**src/rtl/assert_macros.svh**
```systemverilog
// Assertion helpers used by the receiver unit.
// Each use checks on the rising edge of clk_i and stays quiet during reset.
`ifndef ASSERT_MACROS_SVH
`define ASSERT_MACROS_SVH

// Check that a property holds on every clock edge outside reset.
`define ASSERT_AT(label, prop) \
  label: assert property (@(posedge clk_i) disable iff (!rst_ni) (prop)) \
    else $error("assertion failed");

// Check that a condition never holds outside reset.
`define ASSERT_NEVER(label, expr) \
  label: assert property (@(posedge clk_i) disable iff (!rst_ni) !(expr)) \
    else $error("assertion failed");

`endif

```
**src/rtl/asfr_pkg.sv**
```systemverilog
`default_nettype none

package asfr_pkg;

  // Field widths
  localparam int unsigned ByteW   = 8;
  localparam int unsigned IdxW    = 6;
  localparam int unsigned LenOutW = 6;
  localparam int unsigned CfgIdxW = 2;

  // Register indexes on the configuration port
  localparam logic [CfgIdxW-1:0] CfgHeaderValue = 2'd0;
  localparam logic [CfgIdxW-1:0] CfgNodeAddress = 2'd1;

  // Register reset values
  localparam logic [ByteW-1:0] HeaderReset    = 8'hFF;
  localparam logic [ByteW-1:0] NodeReset      = 8'h00;
  localparam logic [ByteW-1:0] BroadcastAddr  = 8'h00;

  // Default data buffer depth
  localparam int unsigned MaxDataBytesDef = 32;

  // Frame sequencer states
  typedef enum logic [2:0] {
    ST_HEADER,
    ST_ADDRESS,
    ST_LENGTH,
    ST_COMMAND,
    ST_DATA,
    ST_CHECKSUM,
    ST_EMIT
  } state_e;

endpackage

`default_nettype wire

```
**src/rtl/asfr_ram.sv**
```systemverilog
`default_nettype none

module asfr_ram #(
  parameter int unsigned Width = 8,
  parameter int unsigned Depth = 32,
  localparam int unsigned AddrW = (Depth > 1) ? $clog2(Depth) : 1
) (
  input  wire logic             clk_i,
  input  wire logic             we_i,
  input  wire logic [AddrW-1:0] waddr_i,
  input  wire logic [Width-1:0] wdata_i,
  input  wire logic             re_i,
  input  wire logic [AddrW-1:0] raddr_i,
  output logic      [Width-1:0] rdata_o
);

  logic [Width-1:0] mem_q [Depth];

  // Write one word, read one word with registered data
  always_ff @(posedge clk_i) begin
    if (we_i) begin
      mem_q[waddr_i] <= wdata_i;
    end
    if (re_i) begin
      rdata_o <= mem_q[raddr_i];
    end
  end

endmodule

`default_nettype wire

```
**src/rtl/addressed_serial_frame_receiver_unit.sv**
```systemverilog
// Parsing: one received word per cycle while the input is not stalled, with no wait between words.
// A good checksum puts the command word out in the cycle after it is accepted;
// the N data words then come from the buffer RAM, fetched and moved to the output,
// one a cycle when the output does not stall; the input stalls until the last is moved.
// Reset: asynchronous, active low; parser waits for a header, header 0xFF,
// node address 0; the data buffer is not cleared.
`default_nettype none
`include "assert_macros.svh"

module addressed_serial_frame_receiver_unit #(
  parameter int unsigned MaxDataBytes = asfr_pkg::MaxDataBytesDef
) (
  input  wire logic                          clk_i,
  input  wire logic                          rst_ni,
  // Received words
  input  wire logic                          in_valid_i,
  output logic                               in_stall_o,
  input  wire logic [asfr_pkg::ByteW-1:0]    rx_byte_i,
  // Frame results
  output logic                               out_valid_o,
  input  wire logic                          out_stall_i,
  output logic                               is_command_o,
  output logic      [asfr_pkg::ByteW-1:0]    value_o,
  output logic      [asfr_pkg::LenOutW-1:0]  frame_length_o,
  output logic                               last_o,
  // Configuration writes
  input  wire logic                          cfg_valid_i,
  output logic                               cfg_ready_o,
  input  wire logic [asfr_pkg::CfgIdxW-1:0]  cfg_index_i,
  input  wire logic [asfr_pkg::ByteW-1:0]    cfg_data_i
);

  localparam int unsigned AddrW = (MaxDataBytes > 1) ? $clog2(MaxDataBytes) : 1;
  localparam int unsigned ByteW = asfr_pkg::ByteW;
  localparam int unsigned IdxW  = asfr_pkg::IdxW;
  localparam logic [ByteW:0] MaxLen = (ByteW + 1)'(MaxDataBytes + 1);
  localparam logic [IdxW:0]  MaxIdx = (IdxW + 1)'(MaxDataBytes);

  asfr_pkg::state_e state_q, state_d;

  logic [ByteW-1:0] header_q, node_q;
  logic [ByteW-1:0] sum_q, sum_d;
  logic [ByteW-1:0] len_q, len_d;
  logic [IdxW-1:0]  idx_q, idx_d;
  logic [ByteW-1:0] cmd_q, cmd_d;
  logic [IdxW-1:0]  rd_idx_q, rd_idx_d;
  logic             pend_q, pend_d;
  logic             pend_last_q, pend_last_d;

  logic                        out_valid_q, out_valid_d;
  logic                        out_cmd_q, out_cmd_d;
  logic [ByteW-1:0]            out_val_q, out_val_d;
  logic [asfr_pkg::LenOutW-1:0] out_len_q, out_len_d;
  logic                        out_last_q, out_last_d;

  logic             in_acc;
  logic             out_take;
  logic             consume;
  logic [ByteW-1:0] sum_add;
  logic [IdxW-1:0]  ndata;
  logic             ram_we, ram_re;
  logic [ByteW-1:0] ram_rdata;

  // Handshake terms
  assign in_acc   = in_valid_i && !in_stall_o;
  assign out_take = out_valid_q && !out_stall_i;
  assign consume  = pend_q && (!out_valid_q || out_take);

  // Shared checksum adder
  assign sum_add = sum_q + rx_byte_i;

  // Data words in the frame; the length check keeps this below the buffer depth + 1
  assign ndata = len_q[IdxW-1:0] - IdxW'(1);

  // Configuration registers: always ready, unknown indexes dropped
  assign cfg_ready_o = 1'b1;

  always_ff @(posedge clk_i or negedge rst_ni) begin
    if (!rst_ni) begin
      header_q <= asfr_pkg::HeaderReset;
      node_q   <= asfr_pkg::NodeReset;
    end else if (cfg_valid_i && cfg_ready_o) begin
      case (cfg_index_i)
        asfr_pkg::CfgHeaderValue: header_q <= cfg_data_i;
        asfr_pkg::CfgNodeAddress: node_q   <= cfg_data_i;
        default: ;
      endcase
    end
  end

  // Data buffer
  asfr_ram #(
    .Width (ByteW),
    .Depth (MaxDataBytes)
  ) u_data_ram (
    .clk_i   (clk_i),
    .we_i    (ram_we),
    .waddr_i (idx_q[AddrW-1:0]),
    .wdata_i (rx_byte_i),
    .re_i    (ram_re),
    .raddr_i (rd_idx_q[AddrW-1:0]),
    .rdata_o (ram_rdata)
  );

  // Sequencer: next state and outputs
  always_comb begin
    state_d     = state_q;
    sum_d       = sum_q;
    len_d       = len_q;
    idx_d       = idx_q;
    cmd_d       = cmd_q;
    rd_idx_d    = rd_idx_q;
    pend_d      = pend_q;
    pend_last_d = pend_last_q;
    out_valid_d = out_valid_q && !out_take;
    out_cmd_d   = out_cmd_q;
    out_val_d   = out_val_q;
    out_len_d   = out_len_q;
    out_last_d  = out_last_q;
    ram_we      = 1'b0;
    ram_re      = 1'b0;
    in_stall_o  = 1'b0;

    case (state_q)
      asfr_pkg::ST_HEADER: begin
        if (in_acc && rx_byte_i == header_q) begin
          sum_d   = '0;
          idx_d   = '0;
          state_d = asfr_pkg::ST_ADDRESS;
        end
      end

      asfr_pkg::ST_ADDRESS: begin
        if (in_acc) begin
          if (rx_byte_i == asfr_pkg::BroadcastAddr || rx_byte_i == node_q) begin
            sum_d   = rx_byte_i;
            state_d = asfr_pkg::ST_LENGTH;
          end else begin
            state_d = asfr_pkg::ST_HEADER;
          end
        end
      end

      asfr_pkg::ST_LENGTH: begin
        if (in_acc) begin
          len_d = rx_byte_i;
          if (rx_byte_i == '0 || {1'b0, rx_byte_i} > MaxLen) begin
            state_d = asfr_pkg::ST_HEADER;
          end else begin
            sum_d   = sum_add;
            state_d = asfr_pkg::ST_COMMAND;
          end
        end
      end

      asfr_pkg::ST_COMMAND: begin
        if (in_acc) begin
          cmd_d   = rx_byte_i;
          idx_d   = '0;
          sum_d   = sum_add;
          state_d = (len_q == ByteW'(1)) ? asfr_pkg::ST_CHECKSUM : asfr_pkg::ST_DATA;
        end
      end

      asfr_pkg::ST_DATA: begin
        if (in_acc) begin
          ram_we = ({1'b0, idx_q} < MaxIdx);
          idx_d  = idx_q + IdxW'(1);
          sum_d  = sum_add;
          if ((ByteW + 1)'(idx_d) + (ByteW + 1)'(1) >= {1'b0, len_q}) begin
            state_d = asfr_pkg::ST_CHECKSUM;
          end
        end
      end

      asfr_pkg::ST_CHECKSUM: begin
        // Hold the checksum word until the output register has room
        in_stall_o = out_valid_q && out_stall_i;
        if (in_acc) begin
          state_d = asfr_pkg::ST_HEADER;
          if (sum_q == rx_byte_i) begin
            out_valid_d = 1'b1;
            out_cmd_d   = 1'b1;
            out_val_d   = cmd_q;
            out_len_d   = len_q[asfr_pkg::LenOutW-1:0];
            out_last_d  = (ndata == '0);
            if (ndata != '0) begin
              rd_idx_d = '0;
              pend_d   = 1'b0;
              state_d  = asfr_pkg::ST_EMIT;
            end
          end
        end
      end

      asfr_pkg::ST_EMIT: begin
        in_stall_o = 1'b1;
        // Move the fetched data word into the output register
        if (consume) begin
          out_valid_d = 1'b1;
          out_cmd_d   = 1'b0;
          out_val_d   = ram_rdata;
          out_last_d  = pend_last_q;
          pend_d      = 1'b0;
        end
        // Fetch the next data word once the read data slot is free
        if (rd_idx_q != ndata && (!pend_q || consume)) begin
          ram_re      = 1'b1;
          pend_d      = 1'b1;
          pend_last_d = (rd_idx_q + IdxW'(1) == ndata);
          rd_idx_d    = rd_idx_q + IdxW'(1);
        end
        if (rd_idx_q == ndata && !pend_q) begin
          state_d = asfr_pkg::ST_HEADER;
        end
      end

      default: begin
        state_d = asfr_pkg::ST_HEADER;
      end
    endcase
  end

  // Sequencer and control registers
  always_ff @(posedge clk_i or negedge rst_ni) begin
    if (!rst_ni) begin
      state_q     <= asfr_pkg::ST_HEADER;
      sum_q       <= '0;
      len_q       <= '0;
      idx_q       <= '0;
      cmd_q       <= '0;
      rd_idx_q    <= '0;
      pend_q      <= 1'b0;
      pend_last_q <= 1'b0;
      out_valid_q <= 1'b0;
    end else begin
      state_q     <= state_d;
      sum_q       <= sum_d;
      len_q       <= len_d;
      idx_q       <= idx_d;
      cmd_q       <= cmd_d;
      rd_idx_q    <= rd_idx_d;
      pend_q      <= pend_d;
      pend_last_q <= pend_last_d;
      out_valid_q <= out_valid_d;
    end
  end

  // Output word register
  always_ff @(posedge clk_i) begin
    out_cmd_q  <= out_cmd_d;
    out_val_q  <= out_val_d;
    out_len_q  <= out_len_d;
    out_last_q <= out_last_d;
  end

  assign out_valid_o    = out_valid_q;
  assign is_command_o   = out_cmd_q;
  assign value_o        = out_val_q;
  assign frame_length_o = out_len_q;
  assign last_o         = out_last_q;

  // A fetched word is only outstanding while the burst is being sent
  `ASSERT_AT(a_pend_in_emit, pend_q |-> state_q == asfr_pkg::ST_EMIT)
  // The read pointer never passes the data count of the frame
  `ASSERT_AT(a_rd_idx_bound, state_q == asfr_pkg::ST_EMIT |-> rd_idx_q <= ndata)
  // Buffer writes and reads never share a cycle
  `ASSERT_NEVER(a_ram_we_re, ram_we && ram_re)
  // A fetch always leaves its word pending in the read data slot
  `ASSERT_AT(a_fetch_slot, ram_re |=> pend_q)

endmodule

`default_nettype wire
```
**config.mk**
```make
export PLATFORM = sky130hd
export DESIGN_NAME = addressed_serial_frame_receiver_unit
export DESIGN_NICKNAME = d
export VERILOG_FILES = /design/src/rtl/asfr_pkg.sv /design/src/rtl/asfr_ram.sv /design/src/rtl/addressed_serial_frame_receiver_unit.sv
export VERILOG_INCLUDE_DIRS = /design/src /design/src/rtl
export SDC_FILE = /design/constraint.sdc
export NUM_CORES = 1
export LEC_CHECK = 0
export BUFFER_PORTS_ARGS = -buffer_cell sky130_fd_sc_hd__buf_2
export CELL_PAD_IN_SITES_DETAIL_PLACEMENT = 0
export CELL_PAD_IN_SITES_GLOBAL_PLACEMENT = 2
export CORE_MARGIN = 3
export CORE_UTILIZATION = 49
export CTS_BUF_LIST = sky130_fd_sc_hd__clkbuf_2 sky130_fd_sc_hd__clkbuf_4 sky130_fd_sc_hd__clkbuf_8
export DETAILED_ROUTE_END_ITERATION = 12
export HOLD_SLACK_MARGIN = 0.06
export PLACE_DENSITY_LB_ADDON = 0.05
export SETUP_SLACK_MARGIN = 0.05
export SYNTH_ARGS = -nofsm -noshare
export SYNTH_HDL_FRONTEND = slang
export SYNTH_SLANG_ARGS = --single-unit
export TNS_END_PERCENT = 30
```
**constraint.sdc**
```tcl
create_clock -name clk_i -period 3.55 [get_ports clk_i]
set_clock_uncertainty 0.05 [all_clocks]
set_input_delay 0.355 -clock clk_i [delete_from_list [all_inputs] [get_ports clk_i]]
set_output_delay 0.355 -clock clk_i [all_outputs]
set_load 0.02 [all_outputs]
```
==> metrics.yaml <==
status:
  status: "finished clean"
synth:
  ys_async_sr_fraction_pct: 17.16
  yosys.area_share.simple_pct: 6.712
  ys_ff_latch: 338
  syn_avg_cell_area_sq_um: 16.66
  synthAdderAreaFrac_pct: 2.021
  synth_compound_area_share_pct: 4.075
  synth_ff_type: "edfxtp_1"
  synth.area.mux_share_pct: 15.45
  syn_inst: 877
  synth.distinct_cells: 62
  synth_nets: 923
  syn_area_sq_mm: 0.01461
  yosysSeqAreaShare_pct: 67.53
  yosys_warnings: 0
  synth_top_family_by_area: "multiplexers"
  synth_edf_count: 280
  yosys.area_share.xor_xnor_pct: 2.277
sta:
  tightest_slew_ns: 1.260
  fmax_mhz: 298.6
  setup_tns_ns: 0
  relSlewSlack_pct: 15.80
  final.period_utilization_pct: 94.34
  setup_viol: 0
  worst_hold_slack_ns: 0.1239
  slew_viol_final: 0
  period_needed_ns: 3.349
  hold_viol: 0
  rsz0062_at_grt: "no"
final_layout:
  drive_above_1_share_pct: 30.88
  fillCellCount: 2278
  nets: 1048
  layout.cells.non_filler: 1430
  diodes: 0
  syn_to_final_growth_pct: 15.42
power_and_ir_drop:
  power.density_mw_per_mm2: 604.9
  p_sw_share_pct: 27.51
  p_clk_share_pct: 35.2
  pwr-share-seq_pct: 46.5
  ir_drop_mv: 0.3346
  p_int_w: 0.007396
  p_comb_share_pct: 18.3
  power.leakage_nw: 6.087
  p_total_w: 0.01020
  power.switching_w: 0.002806
clock_tree:
  insertion_delay_ns: 0.57
  clock_path_buffers: 3
  path_clk_slew_ns: 0.06
  cts_sinks: 338
  cts_tree: "yes"
  cts_buffers: 54
  cts_resized: 0
  root_buffer: "clkbuf_8"
  cts_htree_levels: 2
grt:
  grt-ovfl-total: 0
  antenna_found_initial: 0
  grt_pass1_vias: 8528
  track_usage_pct: 22.49
  grt_pass1_wl_um: 52520
  grt_max_degree: 66
detailed_routing:
  firstDrtPassIters: 7
  drc_errors: 0
  ant_nets: 0
  vias: 8221
  drt_iter0_markers: 696
  routed_wl_um: 34850
  avgRoutedWirePerCell_um: 24.37
  vias_per_cell: 5.749
placed_design:
  port_buffers: 40
  hpwl_um: 23280
  post-place-cells: 1320
  place_congestion: 0.8967
floorplanning:
  die-area_sq_mm: 0.03193
  row_count: 62
  floorplan.initialDensity_pct: 50.37
  die_width_um: 178.7
  die_h_um: 178.7
  ios: 42
  coreArea_sq_mm: 0.02901
setup_path:
  crit_required_ns: 3.77
  worstSetupStartpointType: "flop"
  arrival_ns: 3.57
  crit_path_cell_trace: "nor2_1, nand2_1, nor4_1, nand2_1, nor2_1, buf_4"
  cp_max_fo: 12
  cp_slowest_cell: "nor4_1"
  ff2ff_setup_slack_ns: 0.20
  max_stage_delay_ns: 0.66
  end_kind: "flop"
  crit_type: "reg -> reg"
flow_run:
  max-cap-violations: 0
hold_path:
  worstHoldPathType: "in -> reg"
## registers in the layout, summed over array words and instances, names as in the netlist, 6 cells and up
register            count
header_q                8
u_data_ram.rdata_o      8
idx_q                   6
len_q                   8
u_data_ram.mem_q      256
sum_q                   8
rd_idx_q                6
value_o                 8
frame_length_o          6
cmd_q                   8
node_q                  8
## worst max-delay path, delay by kind of cell, from the launching register on
| family | cells | cell delay (ns) |
|---|---|---|
| buffers and inverters | 1 | 0.21 |
| flip-flops | 1 | 0.52 |
| AND/OR/NAND/NOR | 5 | 2.25 |
## cell usage after synthesis (all sizes together) (4+ instances only)
cell / count / share of area [%]
inv: 18 / 0.46
dfstp: 8 / 1.4
a21o: 4 / 0.21
nand2b: 9 / 0.39
buf: 20 / 0.87
xnor2: 16 / 0.96
nor4: 9 / 0.39
mux2i: 4 / 0.27
mux2: 37 / 2.9
ha: 22 / 1.9
or2: 5 / 0.21
nand3b: 4 / 0.21
xor2: 22 / 1.3
nor3b: 6 / 0.31
edfxtp: 280 / 58
a211o: 6 / 0.36
or3: 4 / 0.17
o211ai: 5 / 0.29
mux4: 80 / 12
o21ai: 24 / 0.82
nand2: 60 / 1.5
a22oi: 6 / 0.31
dfrtp: 50 / 8.6
nor3: 11 / 0.38
nand3: 12 / 0.41
nand4: 8 / 0.34
and3: 6 / 0.26
nor2: 63 / 1.6
clkbuf: 22 / 0.57
a21oi: 23 / 0.79
## cells in the final DEF, fill, tap and decap left out, types with 22 or more instances in the layout
cell type / netlist / layout
dfrtp_1: 50 / 48
ha_1: 22 / 22
xor2_1: 22 / 22
nor2_1: 63 / 63
a21oi_1: 23 / 23
edfxtp_1: 280 / 280
nand2_1: 60 / 60
mux2_2: 37 / 37
mux4_2: 80 / 80
buf_2: 12 / 40
buf_4: 2 / 57
clkbuf_8: 0 / 55
## cell families (layout without fill, tap and decap cells)
logic type | Yosys count | count (layout)
flops | 338 | 338
simple gates | 206 | 206
fa+ha+maj | 23 | 23
buf+inv | 60 | 229
mux | 121 | 121
other cells | 1 | 1
xor+xnor | 38 | 38
compound gates | 90 | 90
## power by group through the flow
stage / clock network (W) / registers (W) / logic [W]
floorplan: 0 / 0.00470 / 0.00141
global placement: 0 / 0.00481 / 0.00184
detailed placement: 0 / 0.00482 / 0.00186
CTS: 0.00367 / 0.00474 / 0.00188
global route: 0.00385 / 0.00477 / 0.00205
finish: 0.00359 / 0.00475 / 0.00187
## final cells by class
cell class / instances / area (sq um) / area share (%)
inverter: 18 / 67.56 / 0.4006
timing repair buffer: 111 / 808.3 / 4.792
multi-input combinational: 479 / 4467 / 26.48
tap: 384 / 480.5 / 2.848
clock inverter: 37 / 352.8 / 2.092
clock buffer: 63 / 817.0 / 4.844
sequential: 338 / 9874 / 58.54
## stage by stage
| step | util (%) | cell area (sq um) | setup slack, ns |
|---|---|---|---|
| global route | 58.14 | 16870 | 0.1070 |
| detailed placement | 53.76 | 15600 | 0.2604 |
| CTS | 58.14 | 16870 | 0.2292 |
| global placement | 53.76 | 15600 | 0.2933 |
| finish | 58.14 | 16870 | 0.2008 |
| floorplan | - | 14610 | 0.7956 |
## routing by layer
| metal | vias to the layer above | global-route usage (%) | part of all wire (%) |
|---|---|---|---|
| met2 | 217 | 35.21 | 48 |
| li1 | 3689 | - | - |
| met4 | 0 | 5.617 | 1.6 |
| met5 | - | 0 | 0 |
| met1 | 4269 | 32.64 | 45 |
| met3 | 46 | 4.786 | 5.8 |
## what timing repair did
action	4_1_cts	5_1_grt
setup buffers	0	0
endpoints found under the setup margin	0	0
hold endpoints to repair	47	0
hold buffers	10	0
## worst paths after layout
path,startpoint,to,depth (start not counted)
setup / recovery,state_q[0]$_DFFE_PN0P_,u_data_ram.mem_q[7][2]$_DFFE_PP_,6
setup reg to reg,state_q[0]$_DFFE_PN0P_,u_data_ram.mem_q[7][2]$_DFFE_PP_,6
hold reg to reg,u_data_ram.rdata_o[1]$_DFFE_PP_,value_o[1]$_DFFE_PP_,2
max in group asynchronous,rst_ni,header_q[2]$_DFFE_PN1P_,3
hold / removal,rx_byte_i[3],len_q[3]$_DFFE_PN0P_,3
min in group asynchronous,rst_ni,node_q[0]$_DFFE_PN0P_,2
(Power assumes the default switching activity.)
